### config.mk
export PLATFORM = sky130hd
export DESIGN_NAME = font_scale_matrix_normalize
export DESIGN_NICKNAME = d
export VERILOG_FILES = /design/src/rtl/fsmn_pkg.sv /design/src/rtl/fsmn_sdiv.sv /design/src/rtl/fsmn_ctrl.sv /design/src/rtl/font_scale_matrix_normalize.sv
export SDC_FILE = /design/constraint.sdc
export NUM_CORES = 2
export LEC_CHECK = 0
export BUFFER_PORTS_ARGS = -buffer_cell sky130_fd_sc_hd__buf_2
export CAP_MARGIN = 10
export CORE_ASPECT_RATIO = 0.8
export CORE_MARGIN = 2
export CORE_UTILIZATION = 30
export CTS_BUF_LIST = sky130_fd_sc_hd__clkbuf_8
export DETAILED_ROUTE_END_ITERATION = 10
export PLACE_DENSITY_LB_ADDON = 0.25
export SYNTH_ARGS = -nofsm -noshare
export SYNTH_HDL_FRONTEND = slang
export SYNTH_SLANG_ARGS = --single-unit
### constraint.sdc
create_clock -name clk -period 8.8 [get_ports clk]
set_input_delay 0.44 -clock clk [delete_from_list [all_inputs] [get_ports clk]]
set_output_delay 0.44 -clock clk [all_outputs]
set_load 0.02 [all_outputs]
### src/rtl/fsmn_pkg.sv
// shared types and constants for the font scale matrix normalizer
// used by fsmn_sdiv, fsmn_ctrl, font_scale_matrix_normalize and fsmn_check
`timescale 1ns / 1ps
`default_nettype none

package fsmn_pkg;

  // field widths
  localparam int IN_W       = 18;  // input matrix entry
  localparam int ENT_W      = 23;  // working matrix entry, holds any pixel value
  localparam int NUM_W      = 30;  // point value times resolution plus rounding
  localparam int DVD_W      = 34;  // divider dividend, covers entry shifted by EM_SHIFT
  localparam int QUO_W      = 23;  // divider quotient bits, one per cycle
  localparam int DVS_W      = 15;  // divider divisor
  localparam int EM_W       = 15;
  localparam int RES_W      = 11;
  localparam int EXP_W      = 5;
  localparam int DIAG_W     = 9;
  localparam int OUT_W      = 18;
  localparam int EM_SHIFT   = 11;
  localparam int CFG_IDX_W  = 2;

  localparam int S_TDATA_W  = 4 * IN_W;
  localparam int OUT_BITS   = 2 * DIAG_W + 5 * OUT_W + EXP_W;
  localparam int M_TDATA_W  = ((OUT_BITS + 7) / 8) * 8;

  localparam logic signed [ENT_W-1:0] DIAG_LIMIT   = 177;
  localparam logic signed [ENT_W-1:0] ZERO_PX      = 16;
  localparam logic signed [IN_W-1:0]  ZERO_PAIR_PT = 12;
  localparam logic signed [NUM_W-1:0] PT_ROUND     = 36;
  localparam logic [DVS_W-1:0]        PT_DIV       = 72;
  localparam logic [EM_W-1:0]         EM_UNIT      = 2048;

  typedef enum logic [CFG_IDX_W-1:0] {
    REG_EM_UNITS = 2'd0,
    REG_X_RES    = 2'd1,
    REG_Y_RES    = 2'd2
  } reg_idx_t;

  typedef enum logic [3:0] {
    ST_IDLE,
    ST_MUL,
    ST_LOAD_PT,
    ST_DIV_PT,
    ST_FIX,
    ST_SHIFT,
    ST_EM_DOWN,
    ST_EM_UP,
    ST_LOAD_EM,
    ST_DIV_EM,
    ST_DONE
  } state_t;

  // sequencer commands to the datapath
  typedef struct packed {
    logic ready;
    logic mul;
    logic load_pt;
    logic fix;
    logic shift;
    logic em_down;
    logic em_up;
    logic load_em;
    logic take_em;
    logic finish;
  } ctrl_t;

  // datapath status to the sequencer
  typedef struct packed {
    logic in_valid;
    logic pixels;
    logic div_busy;
    logic need_shift;
    logic em_above;
    logic em_below;
    logic ex_zero;
    logic out_free;
  } stat_t;

endpackage

`default_nettype wire

### src/rtl/fsmn_sdiv.sv
// bit-serial signed divider lane, one quotient bit per cycle, truncates toward zero
// depends on fsmn_pkg for widths
`timescale 1ns / 1ps
`default_nettype none

module fsmn_sdiv (
  input  logic                                clk,
  input  logic                                rst,
  input  logic                                start,
  input  logic signed [fsmn_pkg::DVD_W-1:0]   dividend,
  input  logic        [fsmn_pkg::DVS_W-1:0]   divisor,
  output logic                                busy,
  output logic signed [fsmn_pkg::QUO_W-1:0]   quotient
);
  import fsmn_pkg::*;

  localparam int CNT_W = $clog2(QUO_W);

  logic               active;
  logic [CNT_W-1:0]   cnt;
  logic               neg;
  logic [DVS_W-1:0]   dvs;
  logic [DVS_W-1:0]   rem;
  logic [QUO_W-1:0]   quo;
  logic [DVD_W-1:0]   mag;
  logic [DVS_W:0]     sh;
  logic [DVS_W:0]     diff;
  logic               ge;

  assign mag  = dividend[DVD_W-1] ? -dividend : dividend;
  assign sh   = {rem, quo[QUO_W-1]};
  assign ge   = sh >= {1'b0, dvs};
  assign diff = sh - {1'b0, dvs};

  always_ff @(posedge clk) begin
    if (rst) begin
      active <= 1'b0;
      cnt    <= '0;
    end else if (start) begin
      active <= 1'b1;
      cnt    <= '0;
    end else if (active) begin
      cnt <= cnt + 1'b1;
      if (cnt == CNT_W'(QUO_W - 1)) begin
        active <= 1'b0;
      end
    end
  end

  // the bits above the quotient range are always below the divisor, so they seed the remainder
  always_ff @(posedge clk) begin
    if (start) begin
      neg <= dividend[DVD_W-1];
      dvs <= divisor;
      rem <= DVS_W'(mag[DVD_W-1:QUO_W]);
      quo <= mag[QUO_W-1:0];
    end else if (active) begin
      rem <= ge ? diff[DVS_W-1:0] : sh[DVS_W-1:0];
      quo <= {quo[QUO_W-2:0], ge};
    end
  end

  assign busy     = active;
  assign quotient = neg ? -$signed(quo) : $signed(quo);

endmodule

`default_nettype wire

### src/rtl/fsmn_ctrl.sv
// sequencer: steps one item through point conversion, fix step, shift loop, em loop and rescale
// depends on fsmn_pkg for the state and command types
`timescale 1ns / 1ps
`default_nettype none

module fsmn_ctrl (
  input  logic            clk,
  input  logic            rst,
  input  fsmn_pkg::stat_t stat,
  output fsmn_pkg::ctrl_t ctl
);
  import fsmn_pkg::*;

  state_t state;
  state_t state_next;

  always_ff @(posedge clk) begin
    if (rst) begin
      state <= ST_IDLE;
    end else begin
      state <= state_next;
    end
  end

  always_comb begin
    state_next = state;
    unique case (state)
      ST_IDLE:    if (stat.in_valid) state_next = ST_MUL;
      ST_MUL:     state_next = stat.pixels ? ST_FIX : ST_LOAD_PT;
      ST_LOAD_PT: state_next = ST_DIV_PT;
      ST_DIV_PT:  if (!stat.div_busy) state_next = ST_FIX;
      ST_FIX:     state_next = ST_SHIFT;
      ST_SHIFT:   if (!stat.need_shift) state_next = ST_EM_DOWN;
      ST_EM_DOWN: if (!stat.em_above || stat.ex_zero) state_next = ST_EM_UP;
      ST_EM_UP: begin
        if (!stat.em_below) begin
          state_next = stat.em_above ? ST_LOAD_EM : ST_DONE;
        end
      end
      ST_LOAD_EM: state_next = ST_DIV_EM;
      ST_DIV_EM:  if (!stat.div_busy) state_next = ST_DONE;
      ST_DONE:    if (stat.out_free) state_next = ST_IDLE;
      default:    state_next = ST_IDLE;
    endcase
  end

  always_comb begin
    ctl = '0;
    unique case (state)
      ST_IDLE:    ctl.ready   = 1'b1;
      ST_MUL:     ctl.mul     = 1'b1;
      ST_LOAD_PT: ctl.load_pt = 1'b1;
      ST_DIV_PT:  ;
      ST_FIX:     ctl.fix     = 1'b1;
      ST_SHIFT:   ctl.shift   = stat.need_shift;
      ST_EM_DOWN: ctl.em_down = stat.em_above && !stat.ex_zero;
      ST_EM_UP:   ctl.em_up   = stat.em_below;
      ST_LOAD_EM: ctl.load_em = 1'b1;
      ST_DIV_EM:  ctl.take_em = !stat.div_busy;
      ST_DONE:    ctl.finish  = stat.out_free;
      default:    ;
    endcase
  end

endmodule

`default_nettype wire

### src/rtl/font_scale_matrix_normalize.sv
// top level of the font scale matrix normalizer: registers, datapath, output word
// depends on fsmn_pkg, fsmn_sdiv and fsmn_ctrl
`timescale 1ns / 1ps
`default_nettype none

// Takes one 2x2 size matrix at a time, in points or pixels, and returns the normalized
// scale matrix, its exponent and the ppem values. An item in pixels goes through the fix
// step, s one-bit shift steps that bring xx and yy within +-177 and e em halving or
// doubling steps, and its output word is written once the output register is free; an
// item in points first goes through the conversion by 72, and an em size that does not
// settle at 2048 adds a rescale through the dividers. Processing time is set by the four
// bit-serial divider lanes (a load step, then a wait while they are busy) and the
// one-step-per-cycle shift and em loops. One item is processed at a time; a new item is
// taken while the previous output word still waits. The user must write configuration
// registers through the cfg port only while the block is idle; the block itself does not
// enforce this.
module font_scale_matrix_normalize #(
  parameter int DEFAULT_RES = 96
) (
  input  logic                                 clk,
  input  logic                                 rst,
  input  logic                                 s_axis_tvalid,
  output logic                                 s_axis_tready,
  // size_xx, size_xy, size_yx, size_yy
  input  logic [fsmn_pkg::S_TDATA_W-1:0]       s_axis_tdata,
  // req_type
  input  logic                                 s_axis_tuser,
  output logic                                 m_axis_tvalid,
  input  logic                                 m_axis_tready,
  // scale_xx, scale_xy, scale_yx, scale_yy, scale_exponent, ppem_x, ppem_y, ppem_mean,
  // zero padding
  output logic [fsmn_pkg::M_TDATA_W-1:0]       m_axis_tdata,
  input  logic                                 cfg_we,
  input  logic [fsmn_pkg::CFG_IDX_W-1:0]       cfg_index,
  input  logic [fsmn_pkg::EM_W-1:0]            cfg_wdata
);
  import fsmn_pkg::*;

  localparam int LANES = 4;
  localparam logic signed [ENT_W:0] SAT_HI = (ENT_W+1)'(2 ** (OUT_W - 1) - 1);
  localparam logic signed [ENT_W:0] SAT_LO = -(ENT_W+1)'(2 ** (OUT_W - 1));

  function automatic logic signed [OUT_W-1:0] sat_out(input logic signed [ENT_W:0] v);
    logic signed [OUT_W-1:0] r;
    if (v > SAT_HI) begin
      r = SAT_HI[OUT_W-1:0];
    end else if (v < SAT_LO) begin
      r = SAT_LO[OUT_W-1:0];
    end else begin
      r = v[OUT_W-1:0];
    end
    return r;
  endfunction

  ctrl_t ctl;
  stat_t stat;

  logic [EM_W-1:0]  em_units;
  logic [RES_W-1:0] x_resolution;
  logic [RES_W-1:0] y_resolution;

  logic signed [ENT_W-1:0] ent [LANES];
  logic signed [NUM_W-1:0] num [LANES];
  logic signed [ENT_W-1:0] px;
  logic signed [ENT_W-1:0] py;
  logic [EXP_W-1:0]        ex;
  logic [EM_W-1:0]         emv;
  logic                    pix;

  logic                    accept;
  logic                    zero_pair;
  logic                    res_dflt;
  logic [RES_W-1:0]        rx;
  logic [RES_W-1:0]        ry;
  logic signed [IN_W-1:0]  opnd [LANES];
  logic signed [NUM_W-1:0] num_next [LANES];
  logic signed [DVD_W-1:0] dvd_in [LANES];
  logic signed [QUO_W-1:0] quo [LANES];
  logic signed [ENT_W-1:0] src [LANES];
  logic signed [ENT_W-1:0] fixed [LANES];
  logic [LANES-1:0]        busy;
  logic                    div_start;
  logic [DVS_W-1:0]        div_dvs;
  logic signed [ENT_W:0]   ppem_sum;
  logic signed [ENT_W:0]   ppem_half;

  // configuration registers
  always_ff @(posedge clk) begin
    if (rst) begin
      em_units     <= EM_UNIT;
      x_resolution <= '0;
      y_resolution <= '0;
    end else if (cfg_we) begin
      unique case (cfg_index)
        REG_EM_UNITS: em_units     <= cfg_wdata;
        REG_X_RES:    x_resolution <= cfg_wdata[RES_W-1:0];
        REG_Y_RES:    y_resolution <= cfg_wdata[RES_W-1:0];
        default:      ;
      endcase
    end
  end

  assign s_axis_tready = ctl.ready;
  assign accept        = s_axis_tvalid && s_axis_tready;

  // point conversion operands
  assign zero_pair = (ent[0] == '0 && ent[1] == '0) || (ent[2] == '0 && ent[3] == '0);
  assign res_dflt  = (x_resolution == '0) || (y_resolution == '0);
  assign rx        = res_dflt ? RES_W'(DEFAULT_RES) : x_resolution;
  assign ry        = res_dflt ? RES_W'(DEFAULT_RES) : y_resolution;

  assign div_start = ctl.load_pt || ctl.load_em;
  assign div_dvs   = ctl.load_pt ? PT_DIV : DVS_W'(emv);

  for (genvar i = 0; i < LANES; i++) begin : g_lane
    assign opnd[i] = (zero_pair && (i == 0 || i == LANES - 1)) ? ZERO_PAIR_PT
                                                              : ent[i][IN_W-1:0];
    assign num_next[i] = opnd[i] * $signed({1'b0, (i < 2) ? rx : ry}) + PT_ROUND;
    assign dvd_in[i]   = ctl.load_pt ? DVD_W'(num[i])
                                     : (DVD_W'(ent[i]) <<< EM_SHIFT);
    assign src[i]      = pix ? ent[i] : quo[i];
    // diagonal entries of zero fall back to 16 pixels
    assign fixed[i]    = ((i == 0 || i == LANES - 1) && src[i] == '0) ? ZERO_PX : src[i];

    fsmn_sdiv u_sdiv (
      .clk      (clk),
      .rst      (rst),
      .start    (div_start),
      .dividend (dvd_in[i]),
      .divisor  (div_dvs),
      .busy     (busy[i]),
      .quotient (quo[i])
    );
  end

  always_ff @(posedge clk) begin
    if (accept) begin
      for (int i = 0; i < LANES; i++) begin
        ent[i] <= ENT_W'($signed(s_axis_tdata[i*IN_W +: IN_W]));
      end
      pix <= s_axis_tuser;
    end else if (ctl.fix) begin
      for (int i = 0; i < LANES; i++) begin
        ent[i] <= fixed[i];
      end
    end else if (ctl.shift) begin
      for (int i = 0; i < LANES; i++) begin
        ent[i] <= ent[i] >>> 1;
      end
    end else if (ctl.take_em) begin
      for (int i = 0; i < LANES; i++) begin
        ent[i] <= quo[i];
      end
    end
  end

  always_ff @(posedge clk) begin
    if (ctl.mul) begin
      for (int i = 0; i < LANES; i++) begin
        num[i] <= num_next[i];
      end
    end
    if (ctl.fix) begin
      px <= fixed[0];
      py <= fixed[LANES-1];
    end
  end

  // exponent and em tracking
  always_ff @(posedge clk) begin
    if (accept) begin
      ex  <= '0;
      emv <= (em_units == '0) ? EM_UNIT : em_units;
    end else if (ctl.shift || ctl.em_up) begin
      ex <= ex + 1'b1;
      if (ctl.em_up) begin
        emv <= emv << 1;
      end
    end else if (ctl.em_down) begin
      ex  <= ex - 1'b1;
      emv <= emv >> 1;
    end
  end

  assign stat.in_valid   = s_axis_tvalid;
  assign stat.pixels     = pix;
  assign stat.div_busy   = |busy;
  assign stat.need_shift = (ent[0] > DIAG_LIMIT) || (ent[0] < -DIAG_LIMIT) ||
                           (ent[LANES-1] > DIAG_LIMIT) || (ent[LANES-1] < -DIAG_LIMIT);
  assign stat.em_above   = emv > EM_UNIT;
  assign stat.em_below   = emv < EM_UNIT;
  assign stat.ex_zero    = ex == '0;
  assign stat.out_free   = !m_axis_tvalid || m_axis_tready;

  fsmn_ctrl u_ctrl (
    .clk  (clk),
    .rst  (rst),
    .stat (stat),
    .ctl  (ctl)
  );

  // output word
  assign ppem_sum  = (ENT_W+1)'(px) + (ENT_W+1)'(py);
  assign ppem_half = ppem_sum >>> 1;

  always_ff @(posedge clk) begin
    if (rst) begin
      m_axis_tvalid <= 1'b0;
    end else if (ctl.finish) begin
      m_axis_tvalid <= 1'b1;
    end else if (m_axis_tready) begin
      m_axis_tvalid <= 1'b0;
    end
  end

  always_ff @(posedge clk) begin
    if (ctl.finish) begin
      m_axis_tdata <= {{(M_TDATA_W - OUT_BITS){1'b0}},
                       sat_out(ppem_half),
                       sat_out((ENT_W+1)'(py)),
                       sat_out((ENT_W+1)'(px)),
                       ex,
                       ent[LANES-1][DIAG_W-1:0],
                       sat_out((ENT_W+1)'(ent[2])),
                       sat_out((ENT_W+1)'(ent[1])),
                       ent[0][DIAG_W-1:0]};
    end
  end

endmodule

`default_nettype wire

==> metrics.json <==
{
  "critPathLaunchType": {"value": "register"},
  "ys_top_cells_by_count": {"value": "sky130_fd_sc_hd__inv_1, sky130_fd_sc_hd__nand2_1, sky130_fd_sc_hd__fa_1"},
  "timing.critical_path.required": {"value": 9.41, "unit": "ns"},
  "final.setup.tns": {"value": 0, "unit": "ns"},
  "power.density_cell_area": {"value": 391, "unit": "nW/µm²"},
  "max-clock-path-buffers": {"value": 3},
  "synthFlopType": {"value": "sky130_fd_sc_hd__edfxtp_1"},
  "clock_tree.root_cell": {"value": "sky130_fd_sc_hd__clkbuf_8"},
  "initial_core_util": {"value": 0.301},
  "vias_per_std_cell": {"value": 5.02},
  "path_common_cell": {"value": "sky130_fd_sc_hd__fa_1"},
  "critPathCaptureType": {"value": "register"},
  "routed_wirelength": {"value": 219000, "unit": "µm"},
  "min_from": {"value": "m_axis_tready"},
  "tightest_slew": {"value": 1.14, "unit": "ns"},
  "period_needed": {"value": 8.39, "unit": "ns"},
  "critPathSlowestCell": {"value": "sky130_fd_sc_hd__nor2_1"},
  "synth-edff-count": {"value": 542},
  "grt_setup_unrepaired": {"value": "no"},
  "cp_max_fo": {"value": 50},
  "drc": {"value": 0},
  "wire_length_of_the_first_global_routing_pass": {"value": 333000, "unit": "µm"},
  "count_of_mapped_cells_out_of_synthesis": {"value": 7155},
  "ir_drop": {"value": 0.179, "unit": "mV"},
  "synth_cell_types": {"value": 85},
  "fin_crit_sh": {"value": 0.954},
  "whs_path_depth": {"value": 4},
  "die-height": {"value": 424, "unit": "µm"},
  "worstHoldEndpoint": {"value": "m_axis_tvalid$_SDFFE_PP0P_"},
  "crit_family": {"value": "adder cells"},
  "yosys_warnings": {"value": 0},
  "power_switching_share": {"value": 0.509},
  "pwr-share-clk": {"value": 0.105},
  "design.final.nets": {"value": 8672},
  "n_fill_cell": {"value": 22700},
  "crit-reg2reg-capture": {"value": "num[3][28]$_DFFE_PN_"},
  "max-slew-margin-rel": {"value": 0.238},
  "timing.critical_path.cells": {"value": "or4_1, nor2_1, a32oi_4, buf_6, and2_1, nand2_1, fa_1, fa_1, inv_1, fa_1, fa_1, inv_1, fa_1, inv_1, ha_1, o21a_1, nor2_1, nor2_1, a21oi_1, o21ai_0, a211o_1, a211oi_1, or2_2, o311ai_0"},
  "core_area": {"value": 220000, "unit": "µm²"},
  "grt_max_degree": {"value": 151},
  "floorplan.io_pins": {"value": 217},
  "die_x": {"value": 529, "unit": "µm"},
  "tritoncts.num_buffers": {"value": 130},
  "placedInstanceArea": {"value": 71200, "unit": "µm²"},
  "intPower": {"value": 0.0144, "unit": "W"},
  "hpwl": {"value": 170000, "unit": "µm"},
  "hp-class": {"value": "in2reg"},
  "syn2layout_area_growth": {"value": 12.7, "unit": "%"},
  "data_arrival_time_of_the_critical_path": {"value": 9.00, "unit": "ns"},
  "dr.first_iter.drc_count": {"value": 4430},
  "detailedRoute.firstPassIterationCount": {"value": 6},
  "ctsHtreeMaxLevel": {"value": 4},
  "postSynth.asyncResetShare": {"value": 0},
  "globalRouteOverflowTotal": {"value": 0},
  "drtAntennaViolNets": {"value": 0},
  "fin_worst_skew": {"value": 0.0750, "unit": "ns"},
  "synth.avg_cell_area": {"value": 9.26, "unit": "µm²"},
  "timing.reg2reg.setup_slack": {"value": 0.41, "unit": "ns"},
  "wire_per_inst": {"value": 20.9, "unit": "µm"},
  "cts_tree": {"value": "done"},
  "outcome": {"value": "finished, final reports clean"},
  "max-cap-violations": {"value": 0},
  "mappedNetlistArea": {"value": 66200, "unit": "µm²"},
  "layout-drive-gt1-share": {"value": 0.0889},
  "synth_sequential_area_ratio": {"value": 0.272},
  "static_leakage_power": {"value": 32.9, "unit": "nW"},
  "seqPwrFrac": {"value": 0.221},
  "clk_latency": {"value": 0.92, "unit": "ns"},
  "rows": {"value": 154},
  "via_count": {"value": 52700},
  "hold_ws": {"value": 0.0908, "unit": "ns"},
  "r2r-start": {"value": "ent[1][8]$_DFFE_PP_"},
  "final-max-slew-violation-count": {"value": 0},
  "yosys.area.top_type": {"value": "sky130_fd_sc_hd__edfxtp_1"},
  "synthMostInstantiatedCell": {"value": "sky130_fd_sc_hd__inv_1"},
  "fin_area": {"value": 74600, "unit": "µm²"},
  "antenna_found_initial": {"value": 4},
  "max_fclk": {"value": 119, "unit": "MHz"},
  "ys_top_cells_by_area": {"value": "sky130_fd_sc_hd__edfxtp_1, sky130_fd_sc_hd__fa_1, sky130_fd_sc_hd__ha_1"},
  "worstPathBufferInverterCount": {"value": 4},
  "cts.reportedPaths.clkPinSlew": {"value": 0.06, "unit": "ns"},
  "clkSinkCount": {"value": 629},
  "totalPowerFinal": {"value": 0.0292, "unit": "W"},
  "setup-violations-final": {"value": 0},
  "synth_seq_cells": {"value": 629},
  "fp.dieArea": {"value": 225000, "unit": "µm²"},
  "reg2regPathDepth": {"value": 24},
  "gr-usage-all-layers": {"value": 0.195},
  "synth_largest_type_area_fraction": {"value": 0.246},
  "worst-setup-path-type": {"value": "reg2reg"},
  "number_of_hold_violations_in_the_final_report": {"value": 0},
  "place.port_buffers": {"value": 209},
  "grt_pass1_vias": {"value": 53400},
  "total_switching_power": {"value": 0.0149, "unit": "W"},
  "comb_power_share": {"value": 0.674},
  "globalplace.congestion": {"value": 0.895},
  "postLayoutCoreUtil": {"value": 0.339},
  "slowest_delay": {"value": 0.82, "unit": "ns"}
}
## worst max path at each step
stage | start | endpoint | depth (start not counted)
2_1_floorplan | ent[1][21]$_DFFE_PP_ | num[3][28]$_DFFE_PN_ | 28
3_3_place_gp | ent[1][21]$_DFFE_PP_ | num[3][28]$_DFFE_PN_ | 26
3_5_place_dp | ent[1][20]$_DFFE_PP_ | num[3][28]$_DFFE_PN_ | 25
4_1_cts | ent[1][20]$_DFFE_PP_ | num[3][28]$_DFFE_PN_ | 25
5_1_grt | ent[1][20]$_DFFE_PP_ | num[3][28]$_DFFE_PN_ | 26
6_report | ent[1][8]$_DFFE_PP_ | num[3][28]$_DFFE_PN_ | 24
## cells by family after synthesis
| family | synth area share |
|---|---|
| and+or+nand+nor | 0.147 |
| buffers and inverters | 0.0848 |
| adders and majority gates | 0.301 |
| AOI/OAI and AO/OA | 0.112 |
| DFF | 0.272 |
| xor gates and xnor gates | 0.0501 |
| muxes | 0.0326 |
| other | 0.0000566 |
## registers in the layout, indices dropped and copies added, names as in the netlist, 11 cells and up
register and count:
num 120, m_axis_tdata 113, ent 92, g_lane.u_sdiv.quo 92
g_lane.u_sdiv.rem 60, px 23, py 23, g_lane.u_sdiv.cnt 20
em_units 15, emv 15, g_lane.u_sdiv.dvs 15, x_resolution 11
y_resolution 11
## tightest hold or removal path, delay by kind of cell
family / cells / cell delay, ns
buf+inv: 1 / 0.07
compound gates: 1 / 0.22
simple gates: 2 / 0.18
## cell usage in the layout (no fill, tap or decap), drive strengths merged, types with 84 or more instances in the layout
cell	n
inv	1169
dlygate4sd3	88
xor2	132
nand3	84
a21oi	305
nor3	123
mux2i	182
nand2	876
clkbuf	139
nor2	511
edfxtp	542
dfxtp	87
o21ai	311
ha	433
buf	404
a21o	101
xnor2	247
and2	91
and3	128
fa	726
## area by class of cell
type                            count  area [µm²]  share of cell area
Antenna cell                        4        10.0            0.000134
Clock buffer                      139        1910              0.0256
Clock inverter                     97         576             0.00771
Inverter                         1117        4190              0.0562
Multi-Input combinational cell   5048       42700               0.572
Sequential cell                   629       18000               0.241
Tap cell                         2964        3710              0.0497
Timing Repair Buffer              492        3490              0.0468
## stage by stage
step | std cells | worst slack (ns)
6_report | 10500 | 0.409
5_1_grt | 10500 | 0.0780
4_1_cts | 10500 | 0.0284
3_5_place_dp | 10200 | 0.0811
3_3_place_gp | 10200 | 0.218
2_1_floorplan | 7161 | 1.71
## power groups by stage
| stage | clock network [W] | logic (W) | registers [W] |
|---|---|---|---|
| floorplan | 0 | 0.0140 | 0.00610 |
| global placement | 0 | 0.0193 | 0.00647 |
| detailed placement | 0 | 0.0195 | 0.00649 |
| CTS | 0.00316 | 0.0197 | 0.00644 |
| global route | 0.00328 | 0.0221 | 0.00658 |
| finish | 0.00307 | 0.0197 | 0.00646 |
## metal layers
metal | GRT usage | wire (µm) | up-vias
met3 | 0.0308 | 14000 | 265
met2 | 0.310 | 99700 | 1698
met4 | 0.0521 | 5380 | 2
li1 | - | - | 24300
met5 | 0 | 7 | -
met1 | 0.274 | 99800 | 26400
## repair_timing
| action | CTS | global route |
|---|---|---|
| endpoints found under the hold margin | 99 | 0 |
| setup buffers | 0 | 0 |
| setup endpoints to repair | 0 | 11 |
| hold buffers | 88 | 0 |
| resized for setup | 0 | 3 |
Power figures use the tool's default switching activity.
